`config.mk`:
```
export PLATFORM = sky130hd
export DESIGN_NAME = mfb_walk
export DESIGN_NICKNAME = d
export VERILOG_FILES = /design/src/design/mfb_pkg.sv /design/src/design/mfb_walk.sv
export SDC_FILE = /design/constraint.sdc
export NUM_CORES = 1
export LEC_CHECK = 0
export BUFFER_PORTS_ARGS = -buffer_cell sky130_fd_sc_hd__buf_2
export CAP_MARGIN = 25
export CORE_MARGIN = 4
export CORE_UTILIZATION = 35
export CTS_CLUSTER_DIAMETER = 150
export DETAILED_ROUTE_END_ITERATION = 8
export GPL_TIMING_DRIVEN = 0
export PLACE_DENSITY = 0.62
export SYNTH_ARGS = -nofsm -noshare
export SYNTH_HDL_FRONTEND = slang
export SYNTH_SLANG_ARGS = --single-unit
```
`constraint.sdc`:
```
create_clock -name clock -period 3 [get_ports clock]
set_clock_uncertainty 0.05 [all_clocks]
set_input_delay 0.3 -clock clock [delete_from_list [all_inputs] [get_ports clock]]
set_output_delay 0.3 -clock clock [all_outputs]
set_load 0.05 [all_outputs]
```
`src/design/mfb_pkg.sv`:
```
// ----------------------------------------------------------------------------
// mfb_pkg
// Shared types and constants for the monochrome framebuffer fill block.
// ----------------------------------------------------------------------------
package mfb_pkg;

   localparam int DEF_ROW_COUNT     = 192;
   localparam int DEF_BYTES_PER_ROW = 32;

   localparam int COORD_W  = 11;   // signed pixel coordinates
   localparam int RADDR_W  = 13;   // read_address field width
   localparam int DATA_W   = 8;    // one framebuffer byte
   localparam int CMD_W    = 2;
   localparam int REQ_TDATA_W = 64;

   typedef enum logic [CMD_W-1:0] {
      CMD_CLEAR = 2'd0,
      CMD_POINT = 2'd1,
      CMD_BLOCK = 2'd2,
      CMD_READ  = 2'd3
   } cmd_type;

   typedef enum logic [2:0] {
      ST_IDLE,    // waiting for a beat
      ST_SWEEP,   // write-only pass over the whole store
      ST_READ,    // rmw: read byte at walker address
      ST_WRITE,   // rmw: write merged byte, step walker
      ST_FETCH,   // read command: issue memory read
      ST_DONE     // hand result to output register
   } state_type;

   // walker control from the sequencer
   typedef struct packed {
      logic load;
      logic advance;
   } walk_ctl_type;

endpackage

```
`src/design/mfb_walk.sv`:
```
// ----------------------------------------------------------------------------
// mfb_walk
// Rectangle walker: steps row by row over the byte columns of a clipped
// rectangle and gives byte address, edge mask and last-byte flag.
// ----------------------------------------------------------------------------
module mfb_walk
   import mfb_pkg::*;
#(
   parameter int ROW_COUNT     = DEF_ROW_COUNT,
   parameter int BYTES_PER_ROW = DEF_BYTES_PER_ROW,
   parameter int ROW_W         = $clog2(ROW_COUNT),
   parameter int COL_W         = $clog2(BYTES_PER_ROW),
   parameter int ADDR_W        = $clog2(ROW_COUNT * BYTES_PER_ROW)
) (
   input  logic              clock,
   input  logic              reset,
   input  walk_ctl_type      ctl,
   input  logic [ROW_W-1:0]  row_first,
   input  logic [ROW_W-1:0]  row_last,
   input  logic [COL_W-1:0]  col_a,
   input  logic [COL_W-1:0]  col_b,
   input  logic [DATA_W-1:0] lmask,
   input  logic [DATA_W-1:0] rmask,
   output logic [ADDR_W-1:0] addr,
   output logic [DATA_W-1:0] mask,
   output logic              last
);

   localparam logic [ROW_W-1:0]  ROW_MAX = ROW_W'(ROW_COUNT - 1);
   localparam logic [COL_W-1:0]  COL_MAX = COL_W'(BYTES_PER_ROW - 1);
   localparam logic [ADDR_W-1:0] ROW_STEP = ADDR_W'(BYTES_PER_ROW);

   logic [ROW_W-1:0]  row_ff,      row_in;
   logic [ROW_W-1:0]  row_last_ff, row_last_in;
   logic [COL_W-1:0]  col_ff,      col_in;
   logic [COL_W-1:0]  col_a_ff,    col_a_in;
   logic [COL_W-1:0]  col_b_ff,    col_b_in;
   logic [DATA_W-1:0] lmask_ff,    lmask_in;
   logic [DATA_W-1:0] rmask_ff,    rmask_in;
   logic [ADDR_W-1:0] base_ff,     base_in;

   logic col_end;
   logic reversed;

   assign col_end  = (col_ff == col_b_ff);
   assign reversed = (col_a_ff > col_b_ff);
   assign last     = col_end && (row_ff == row_last_ff);
   assign addr     = base_ff + ADDR_W'(col_ff);

   always_comb begin
      if (col_a_ff == col_b_ff) begin
         mask = lmask_ff & rmask_ff;
      end else if (col_ff == col_a_ff) begin
         mask = lmask_ff;
      end else if (col_end) begin
         mask = rmask_ff;
      end else begin
         mask = '1;
      end
   end

   always_comb begin
      row_in      = row_ff;
      row_last_in = row_last_ff;
      col_in      = col_ff;
      col_a_in    = col_a_ff;
      col_b_in    = col_b_ff;
      lmask_in    = lmask_ff;
      rmask_in    = rmask_ff;
      base_in     = base_ff;
      if (ctl.load) begin
         row_in      = row_first;
         row_last_in = row_last;
         col_in      = col_a;
         col_a_in    = col_a;
         col_b_in    = col_b;
         lmask_in    = lmask;
         rmask_in    = rmask;
         base_in     = ADDR_W'(row_first * BYTES_PER_ROW);
      end else if (ctl.advance) begin
         if (col_end) begin
            col_in  = col_a_ff;
            row_in  = row_ff + 1'b1;
            base_in = base_ff + ROW_STEP;
         end else if (reversed) begin
            // reversed corners: left edge byte then right edge byte only
            col_in = col_b_ff;
         end else begin
            col_in = col_ff + 1'b1;
         end
      end
   end

   // reset loads a full-screen walk for the clearing pass
   always_ff @(posedge clock) begin
      if (reset) begin
         row_ff      <= '0;
         row_last_ff <= ROW_MAX;
         col_ff      <= '0;
         col_a_ff    <= '0;
         col_b_ff    <= COL_MAX;
         lmask_ff    <= '1;
         rmask_ff    <= '1;
         base_ff     <= '0;
      end else begin
         row_ff      <= row_in;
         row_last_ff <= row_last_in;
         col_ff      <= col_in;
         col_a_ff    <= col_a_in;
         col_b_ff    <= col_b_in;
         lmask_ff    <= lmask_in;
         rmask_ff    <= rmask_in;
         base_ff     <= base_in;
      end
   end

endmodule

```
# After elaboration in Yosys (flattened, before gate mapping)
# Cells that the tools add are included.
# Widths: inputs -> output; s select.
[totals]
reg_bits = 60
latchBits = 0
ram_bits = 0
rom_bits = 0
input_bits = 46
elab_cells = 38
n_memories = 0
[op_classes]
add_sub_neg = 4
multipliers = 0
div = 0
order_cmp = 1
n_eq_ne = 4
n_shift = 0
n_mux = 13
bitwise_logic = 1
n_reduce_logical = 6
[op_table]
columns = ["operator", "n"]
rows = [
  ["$mux 8", 6],
  ["$mux 13", 3],
  ["$mux 5", 4],
  ["$eq 5x5->1", 3],
  ["$add 13x5->13", 1],
  ["$add 13x6->13 const B", 1],
  ["$add 8x1->8 const B", 1],
  ["$and 8x8->8", 1],
  ["$eq 8x8->1", 1],
  ["$add 5x1->5 const B", 1],
  ["$gt 5x5->1", 1],
  ["$reduce_and 2->1", 2],
  ["$reduce_bool 2->1", 2],
  ["$reduce_or 2->1", 1],
  ["$logic_and 1x1->1", 1],
]

# Depth between registers and ports, before layout
# Gate-level depths: netlist of the first run.
[logic_depth]
word_depth = 5
mapped_depth = 9
ltp_nobuf = 8

# Worst setup path after synthesis of the first run
# No wires, ideal clock.
[synth_path]
path_type = "register to output"
startpoint = "register col_ff[4]"
endpoint = "output port last"
t_arrival_ps = 2312
required_ps = 2650
slack_ps = 338
path_stages_with_launch = 5
path_cell_list = "dfxtp_1 xor2_1 nor3_2 nand2_1 nor3_1"
[synth_between]
elab_chain_len = 2
[synth_lines]
columns = ["item", "line", "rtl"]
rows = [
  ["start: declaration", "mfb_walk.sv:35", "logic [COL_W-1:0] col_ff, col_in;"],
  ["start signal: assignment", "mfb_walk.sv:108", "col_ff <= col_in;"],
  ["$eq 5x5->1", "mfb_walk.sv:45", "assign col_end = (col_ff == col_b_ff);"],
  ["$logic_and 1x1->1", "mfb_walk.sv:47", "assign last = col_end && (row_ff == row_last_ff);"],
  ["end: declaration", "mfb_walk.sv:26", "output logic last"],
]
# Every way passes these cells.

# Final worst setup path of the first run
[layout_path]
startpoint = "register col_b_ff[4]"
endpoint = "output port mask[0]"
[layout_between]
elab_chain_len = 4
[layout_lines]
columns = ["item", "line", "rtl"]
rows = [
  ["start: declaration", "mfb_walk.sv:37", "logic [COL_W-1:0] col_b_ff, col_b_in;"],
  ["start signal: assignment", "mfb_walk.sv:110", "col_b_ff <= col_b_in;"],
  ["$eq 5x5->1", "mfb_walk.sv:45", ""],
  ["$mux 8", "mfb_walk.sv:55", "end else if (col_end) begin"],
  ["$mux 8", "mfb_walk.sv:53", "end else if (col_ff == col_a_ff) begin"],
  ["$mux 8 *", "mfb_walk.sv:51", "if (col_a_ff == col_b_ff) begin"],
  ["end: declaration", "mfb_walk.sv:25", "output logic [DATA_W-1:0] mask,"],
]
# Every way passes the cells marked *; elsewhere a longest branch is shown, timed or not.

==> impl_metrics.yaml, run 1 <==
clock_tree:
  post-cts-setup-buffer-count: 0
  clk_path_buf_depth: 2
  cts_h_tree_depth: 2
  worst_skew_pair.late_latency_ns: 0.31
  cts_sinks: 55
  post_cts_resized: 1
  cell_at_the_root_of_the_clock_tree: "clkbuf_8"
  tritoncts.num_buffers: 5
  postCtsHoldBufs: 0
  cts_tree: "done"
  clkSlewWorstSetupHoldPaths_ns: 0.11
setup_path:
  cell_seen_most_often_among_critical_path_stages: "and3_1"
  worst_ep_required_time_ns: 2.65
  setup_crit_path_kind: "register to output pin"
  timing.critical_path.arrival_ns: 2.43
  timing.reg2reg.worst_path_depth: 8
  cpMaxStageDelayCell: "a21oi_2"
  worst_r2r_endpoint: "col_ff[1]"
  r2r_start: "col_b_ff[4]"
  critical_path.max_fanout: 8
  worst_setup_path_endpoint: "mask[0]"
  critPathLaunchType: "register"
  critical_path.max_stage_delay_ns: 0.41
  path_depth: 7
  reg2reg_slack_ns: 0.68
  worst_setup_path_end_kind: "output pin"
  critical_path_buf_inv_count: 2
  cell_family_contributing_the_most_delay_on_the_critical_path: "compound AO/OA/AOI/OAI gates"
  startpoint: "col_b_ff[4]"
  worstPathCellList: "inv_1 > ha_1 > and3_1 > and3_1 > a21oi_2 > o22a_1 > buf_2"
cells_and_area:
  area.sequential_um2: 1100
  final.fill_count: 807
  final_core_util: 0.436
  fin_nets: 432
  area_delta_synth_final_pct: 20.0
  drive_gt1_frac: 0.240
  insertedDiodeCount: 0
  multi_input_comb_area_um2: 1630
timing:
  finalMaxSlewViolations: 0
  setup_violations: 0
  worst_pin_slew_ns: 0.781
  final_layout_setup_total_negative_slack_ns: 0
  achievable-frequency_ghz: 0.360
  final.min_clock_period_ns: 2.78
  max_slew_margin: 0.479
  final_hold_fails: 0
  setup_repair_after_global_routing_missed_its_margin: "false"
  post-route-period-util: 0.927
detailed_routing:
  wl_per_cell_um: 14.4
  drc: 0
  vias_per_cell: 4.94
  firstDrtPassIters: 4
  drtAntennaViolNets: 0
  drt_iter0_markers: 79
  routed_via_count: 2374
  detail_route.wirelength_mm: 6.92
yosys:
  synth-seq-area-share: 0.389
  synth.avg_cell_area_um2: 9.29
  dominantRegCellSynth: "dfxtp_1"
  synthesis.yosys.warnings: 0
  synth-async-reset-ratio: 0
  synth_cell_types: 45
  number_of_nets_in_the_synthesized_netlist: 359
  synth_edf_count: 0
  yosys_reg_bits: 55
  post_synth_inst_count: 305
  synthesized_area_um2: 2830
die:
  top_level_ports: 68
  core-area_um2: 7810
  floorplan.die_area_um2: 9600
  chipHeight_um: 98.0
  placementRows: 32
  start_util: 0.363
  die_width_um: 98.0
pwr:
  cellPowerDensity_nw_per_um2: 461
  power.leakage_nw: 1.48
  max-vdd-ir-drop_mv: 0.200
global_routing:
  first_pass_grt_wire_length_mm: 11.6
  grt.overflow.total: 0
  grt_pass1_vias: 2357
  maximum_number_of_pins_on_one_net_before_global_route_repair: 19
  antenna_found_initial: 0
  track_usage: 0.147
place:
  place.port_buffers: 66
  place.detailed.hpwl_mm: 5.31
  globalplace.congestion: 0.843
worst_hold_path:
  hold_class: "input port to register"
job:
  cap_viol_max_count: 0
status:
  status: "complete, no violations"
cells by family (layout without fill, tap and decap cells):
| group | count (synthesis) | after routing | synth area share |
|---|---|---|---|
| AND/OR/NAND/NOR | 88 | 88 | 0.156 |
| multiplexers | 34 | 34 | 0.121 |
| adder cells (fa/ha/maj) | 8 | 8 | 0.0353 |
| flip-flops | 55 | 55 | 0.389 |
| buffers and inverters | 27 | 101 | 0.0433 |
| AO/OA/AOI/OAI | 61 | 61 | 0.155 |
| XOR/XNOR | 32 | 32 | 0.102 |
state kept, by name, indices dropped and copies added (netlist names):
name / flops
base_ff: 8
col_a_ff: 5
col_b_ff: 5
col_ff: 5
lmask_ff: 8
rmask_ff: 8
row_ff: 8
row_last_ff: 8
cell type report:
class,instances,area share
Inverter,10,0.0110
Clock inverter,3,0.00736
Timing Repair Buffer,66,0.0971
Sequential cell,55,0.324
Clock buffer,5,0.0202
Tap cell,102,0.0375
Buffer,17,0.0250
Multi-Input combinational cell,223,0.478
tightest hold or removal path, cell delays in order:
cell	delay [ns]
buf_2	0.07
nand2_1	0.04
o211ai_1	0.06
per-layer routing:
layer	vias up	GRT usage	routed length, um
li1	1220	-	-
met1	1103	0.195	3340
met2	45	0.241	3240
met3	6	0.0329	276
met4	0	0.0362	59
met5	-	0	0
Yosys cell counts, types with 3 or more instances:
cell type / instances / share of area
nand3_1: 8 / 0.014
xnor2_1: 18 / 0.056
o211ai_1: 5 / 0.013
nand4_1: 6 / 0.013
a21boi_0: 4 / 0.011
o21ai_0: 9 / 0.016
o211a_1: 4 / 0.014
mux2i_1: 33 / 0.12
nor3_2: 3 / 0.011
inv_1: 8 / 0.011
nor2_1: 8 / 0.011
xor2_1: 13 / 0.040
dfxtp_1: 55 / 0.39
ha_1: 8 / 0.035
a21oi_1: 14 / 0.025
o21a_1: 3 / 0.0079
o22a_1: 8 / 0.025
nand2_1: 46 / 0.061
and3_1: 3 / 0.0066
and2_1: 3 / 0.0066
clkbuf_1: 10 / 0.013
o22ai_1: 3 / 0.0066
where the power goes:
part | internal, W | switching (W)
clock network | 0.000168 | 0.000259
registers | 0.000778 | 0.0000472
logic | 0.000127 | 0.000188
through the flow:
| stage | setup WS, ns | hold WS, ns | cells | total power [W] | cell area (um^2) |
|---|---|---|---|---|---|
| 2_1_floorplan | 0.338 | 0.378 | 305 | 0.00106 | 2830 |
| 3_3_place_gp | 0.289 | 0.405 | 473 | 0.00115 | 3290 |
| 3_5_place_dp | 0.259 | 0.412 | 473 | 0.00115 | 3290 |
| 4_1_cts | 0.116 | 0.134 | 481 | 0.00158 | 3390 |
| 5_1_grt | 0.0622 | 0.127 | 481 | 0.00165 | 3400 |
| 6_report | 0.220 | 0.147 | 481 | 0.00157 | 3400 |
placed cells by master (no fill, tap or decap), types with 3 or more instances in the layout:
cell type / netlist / final
o22ai_1: 3 / 3
o21a_1: 3 / 3
ha_1: 8 / 8
nand4_1: 6 / 6
xor2_1: 13 / 13
clkbuf_1: 10 / 10
o21ai_0: 9 / 9
and3_1: 3 / 3
o211a_1: 4 / 4
o22a_1: 8 / 8
nor2_1: 8 / 8
clkbuf_8: 0 / 5
a21boi_0: 4 / 4
xnor2_1: 18 / 18
inv_1: 8 / 8
o211ai_1: 5 / 5
and2_1: 3 / 3
a21oi_1: 14 / 14
buf_2: 2 / 68
nand3_1: 8 / 8
dfxtp_1: 55 / 55
nor3_2: 3 / 3
nand2_1: 46 / 46
mux2i_1: 33 / 33
how the worst min path moves through the flow:
stage | startpoint | depth (start not counted) | slack (ns) | end
after floorplan | rmask[0] | 2 | 0.38 | rmask_ff[0]
after global placement | lmask_ff[7] | 2 | 0.41 | lmask_ff[7]
after detailed placement | rmask_ff[5] | 2 | 0.41 | rmask_ff[5]
after CTS | lmask[5] | 3 | 0.13 | lmask_ff[5]
after global routing | row_last[4] | 3 | 0.13 | row_last_ff[4]
final | col_b[2] | 3 | 0.15 | col_b_ff[2]
Note: power is estimated with default switching activity, not from simulation.
==> inputs of run 2 (changes only) <==
Clock period 3 ns to 2.9 ns, I/O delays scaled along.
==> run 2 against run 1 <==
First-iteration DRC count up 24%. Via count down 0.17%. Design area up 0.22%. Clock power up 4%. Core utilization up 0.096 points. Combinational power up 4%. Final cell count unchanged. Flip-flop and latch count unchanged. Critical endpoint is now mask[4].
==> impl_metrics.yaml, run 2 (same netlist as run 1, synthesis figures left out) <==
cells_and_area:
  final_core_util: 0.437
  final-instance-count-excl-fill: 481
  final_common_cell: "buf_2"
  drive_gt1_frac: 0.240
  insertedDiodeCount: 0
  commonest_cells_after_routing_fill_and_taps_aside: "buf_2, dfxtp_1, nand2_1"
  area.sequential_um2: 1100
  final.fill_count: 805
  fin_nets: 432
  area_delta_synth_final_pct: 20.3
  multi_input_comb_area_um2: 1630
timing:
  final_hold_fails: 0
  worst_pin_slew_ns: 0.787
  final.min_clock_period_ns: 2.71
  finalMaxSlewViolations: 0
  finalWorstSetupSlack_ns: 0.191
  final_layout_setup_total_negative_slack_ns: 0
  setup_violations: 0
  post-route-period-util: 0.934
  max_slew_margin: 0.475
  achievable-frequency_ghz: 0.369
  setup_repair_after_global_routing_missed_its_margin: "false"
setup_path:
  r2r_start: "col_b_ff[4]"
  timing.reg2reg.worst_path_depth: 8
  worstPathCellList: "inv_1 > ha_1 > and3_1 > and3_1 > a31oi_4 > o22a_1 > buf_2"
  cpMaxStageDelayCell: "dfxtp_1"
  timing.critical_path.arrival_ns: 2.37
  cell_seen_most_often_among_critical_path_stages: "and3_1"
  critical_path.max_fanout: 8
  setup_crit_path_kind: "register to output pin"
  worst_r2r_endpoint: "col_ff[1]"
  startpoint: "col_b_ff[4]"
  critical_path.max_stage_delay_ns: 0.40
  worst_setup_path_end_kind: "output pin"
  reg2reg_slack_ns: 0.56
  critPathLaunchType: "register"
  worst_ep_required_time_ns: 2.56
die:
  start_util: 0.363
  top_level_ports: 68
  floorplan.die_area_um2: 9600
  placementRows: 32
  chipHeight_um: 98.0
  die_width_um: 98.0
  core-area_um2: 7810
clock_tree:
  worst_skew_pair.late_latency_ns: 0.31
  cell_at_the_root_of_the_clock_tree: "clkbuf_8"
  cts_tree: "done"
  cts_h_tree_depth: 2
  postCtsHoldBufs: 0
  clkSlewWorstSetupHoldPaths_ns: 0.11
  clk_path_buf_depth: 2
  cts_sinks: 55
  post-cts-setup-buffer-count: 0
  tritoncts.num_buffers: 5
job:
  cap_viol_max_count: 0
pwr:
  clock_power_share: 0.273
  p_int_w: 0.00111
  net-switching-power_w: 0.000513
  power.leakage_nw: 1.48
  max-vdd-ir-drop_mv: 0.208
  sequentialPowerShare: 0.526
  comb_power_share: 0.201
  sw_frac_of_total: 0.316
  post-layout-total-power_w: 0.00162
  cellPowerDensity_nw_per_um2: 476
detailed_routing:
  detail_route.wirelength_mm: 6.93
  firstDrtPassIters: 4
  wl_per_cell_um: 14.4
  vias_per_cell: 4.93
  drt_iter0_markers: 98
  routed_via_count: 2370
  drc: 0
  drtAntennaViolNets: 0
worst_hold_path:
  hold_class: "input port to register"
  worstHoldPathCells: 3
  worst_hold_path_ep: "lmask_ff[5]"
  min-delay-start: "lmask[5]"
place:
  pre_cts_ws_ns: 0.169
  place.port_buffers: 66
  place.detailed.hpwl_mm: 5.31
  placed_cells_incl_taps: 473
  globalplace.congestion: 0.843
global_routing:
  maximum_number_of_pins_on_one_net_before_global_route_repair: 19
  grt.overflow.total: 0
  track_usage: 0.147
  first_pass_grt_wire_length_mm: 11.6
  grt_pass1_vias: 2357
  antenna_found_initial: 0
status:
  status: "complete, no violations"
[run 2: cell types whose count changed in the layout (fill, tap and decap cells not counted)]
cell,before,now
a21oi_2,1,0
a21oi_4,0,1
[run 2: layout make-up]
class / instances / area share
multi-input combinational: 223 / 0.479
sequential: 55 / 0.323
timing repair buffer: 66 / 0.0969
tap: 102 / 0.0374
buffer: 17 / 0.0250
clock buffer: 5 / 0.0202
inverter: 10 / 0.0110
clock inverter: 3 / 0.00734
[run 2: power groups by stage]
stage,registers (W),clock network [W],logic (W)
final,0.000853,0.000443,0.000327
after global routing,0.000861,0.000485,0.000359
after CTS,0.000854,0.000457,0.000325
after detailed placement,0.000871,0,0.000321
after global placement,0.000869,0,0.000317
after floorplan,0.000903,0,0.000189
[run 2: what timing repair did]
item | CTS | global route
cloned | 0 | 0
endpoints found under the setup margin | 8 | 8
gates resized for setup | 1 | 2
[run 2: worst max path at each step]
stage | slack, ns | end
after floorplan | 0.25 | last
after global placement | 0.20 | mask[0]
after detailed placement | 0.17 | mask[0]
after CTS | 0.03 | mask[0]
after global routing | 0.03 | mask[7]
final | 0.19 | mask[4]
[run 2: metal layers]
layer  track usage  routed length [um]  share of wire
met1         0.195                3330           0.48
met2         0.241                3270           0.47
met3        0.0329                 274          0.040
met4        0.0362                  58         0.0084
met5             0                   0              0
[run 2: stage by stage]
stage,cell area (um^2),hold WS [ns]
after detailed placement,3290,0.412
after global placement,3290,0.405
final,3410,0.135
after global routing,3410,0.117
after floorplan,2830,0.368
after CTS,3390,0.124
[run 2: worst max-delay path, delay by kind of cell (launching register included)]
family          cells  cell delay [ns]
flops               1             0.40
fa+ha+maj           1             0.30
simple gates        2             0.48
buf+inv             2             0.34
compound gates      2             0.53
==> inputs of run 3 (changes only) <==
Settings changed: CORE_UTILIZATION 35 to 53, PLACE_DENSITY 0.62 to 0.85.
==> run 3 against run 2 <==
First-iteration DRC count stayed put. Register-to-register slack improved by 0.04 ns. Largest cell class unchanged. Highest routed layer unchanged. Core utilization is 22 points higher.
==> impl_metrics.yaml, run 3 (same netlist as run 1, synthesis figures left out) <==
status:
  status: "complete, no violations"
worst_hold_path:
  hold_class: "input port to register"
  min-delay-start: "row_last[3]"
setup_path:
  startpoint: "col_b_ff[4]"
  critical_path.max_fanout: 8
  reg2reg_slack_ns: 0.60
  worst_setup_path_end_kind: "output pin"
  worst_ep_required_time_ns: 2.56
  cell_family_contributing_the_most_delay_on_the_critical_path: "compound AO/OA/AOI/OAI gates"
  cpMaxStageDelayCell: "dfxtp_1"
  critPathLaunchType: "register"
  critical_path_buf_inv_count: 2
  path_depth: 7
  worst_r2r_endpoint: "col_ff[1]"
  critical_path.max_stage_delay_ns: 0.39
  cell_seen_most_often_among_critical_path_stages: "and3_1"
  r2r_start: "col_b_ff[4]"
  worstPathCellList: "inv_1 > ha_1 > and3_1 > and3_1 > a21oi_2 > o22a_1 > buf_2"
  timing.critical_path.arrival_ns: 2.39
  worst_setup_path_endpoint: "mask[2]"
  setup_crit_path_kind: "register to output pin"
  timing.reg2reg.worst_path_depth: 8
global_routing:
  first_pass_grt_wire_length_mm: 10.5
  maximum_number_of_pins_on_one_net_before_global_route_repair: 17
  grt_pass1_vias: 2354
  grt.overflow.total: 0
  antenna_found_initial: 0
  track_usage: 0.208
pwr:
  cellPowerDensity_nw_per_um2: 476
  max-vdd-ir-drop_mv: 0.346
  power.leakage_nw: 1.47
timing:
  post-route-period-util: 0.943
  hold-worst-slack_ns: 0.132
  final_hold_fails: 0
  worst_pin_slew_ns: 0.726
  max_slew_margin: 0.516
  setup_violations: 0
  final_layout_setup_total_negative_slack_ns: 0
  achievable-frequency_ghz: 0.366
  final.min_clock_period_ns: 2.73
  setup_repair_after_global_routing_missed_its_margin: "false"
  finalWorstSetupSlack_ns: 0.166
  finalMaxSlewViolations: 0
die:
  placementRows: 26
  chipHeight_um: 81.1
  floorplan.die_area_um2: 6580
  start_util: 0.551
  die_width_um: 81.1
  top_level_ports: 68
  core-area_um2: 5140
clock_tree:
  cts_sinks: 55
  postCtsHoldBufs: 0
  cell_at_the_root_of_the_clock_tree: "clkbuf_8"
  cts_tree: "done"
  cts_h_tree_depth: 2
  worst_skew_pair.late_latency_ns: 0.32
  clkSlewWorstSetupHoldPaths_ns: 0.09
  tritoncts.num_buffers: 5
  clk_path_buf_depth: 2
place:
  pre_cts_ws_ns: 0.251
  place.detailed.hpwl_mm: 4.97
  place.port_buffers: 66
  globalplace.congestion: 0.865
  placed_cell_area_um2: 3250
cells_and_area:
  area.sequential_um2: 1100
  insertedDiodeCount: 0
  drive_gt1_frac: 0.237
  multi_input_comb_area_um2: 1630
  commonest_cells_after_routing_fill_and_taps_aside: "buf_2, dfxtp_1, nand2_1"
  final_core_util: 0.652
  fin_nets: 432
  final_common_cell: "buf_2"
  area_delta_synth_final_pct: 18.3
  post-route-cell-area_um2: 3350
  final.fill_count: 450
detailed_routing:
  firstDrtPassIters: 4
  vias_per_cell: 5.48
  detail_route.wirelength_mm: 6.45
  routed_via_count: 2460
  wl_per_cell_um: 14.4
  drc: 0
  drtAntennaViolNets: 0
  drt_iter0_markers: 98
job:
  cap_viol_max_count: 0
==> run 3: layout make-up <==
class	count	area share
multi-input combinational	223	0.485
sequential	55	0.328
timing repair buffer	66	0.0985
tap	70	0.0261
buffer	17	0.0254
clock buffer	6	0.0216
inverter	10	0.0112
clock inverter	2	0.00373
==> run 3: per-layer routing <==
layer	GRT usage	up-vias	part of all wire
met3	0.0488	7	0.050
met5	0	-	0
met4	0.0709	0	0.014
li1	-	1222	-
met1	0.257	1174	0.43
met2	0.353	57	0.50
==> run 3: worst min path at each step <==
stage                      to  slack (ns)  depth (start not counted)
6_report       row_last_ff[3]        0.13                          3
3_3_place_gp      rmask_ff[5]        0.41                          2
5_1_grt           lmask_ff[5]        0.12                          3
3_5_place_dp      rmask_ff[5]        0.41                          2
2_1_floorplan     rmask_ff[0]        0.37                          2
4_1_cts        row_last_ff[3]        0.12                          3
==> run 3: worst register-to-register path, delay by kind of cell (launching register included) <==
kind | cells | cell delay [ns]
AOI/OAI and AO/OA | 3 | 0.53
adders and majority gates | 1 | 0.30
buffers and inverters | 1 | 0.08
DFF | 1 | 0.39
muxes | 1 | 0.38
and+or+nand+nor | 2 | 0.46
==> run 3: report_power, final <==
group          switching [W]  leakage (nW)  internal [W]
Clock               0.000250        0.0412      0.000169
Combinational       0.000191         0.975      0.000131
Sequential         0.0000497         0.456      0.000804
==> run 3: repair_timing <==
action | in CTS | in global routing
pin swaps | 0 | 0
buffers inserted | 0 | 0
endpoints found under the setup margin | 8 | 4
gates resized for setup | 1 | 1
==> run 3: through the flow <==
stage | total power (W) | cells
after floorplan | 0.00109 | 305
after global placement | 0.00118 | 441
after detailed placement | 0.00119 | 441
after CTS | 0.00160 | 449
after global routing | 0.00167 | 449
final | 0.00160 | 449
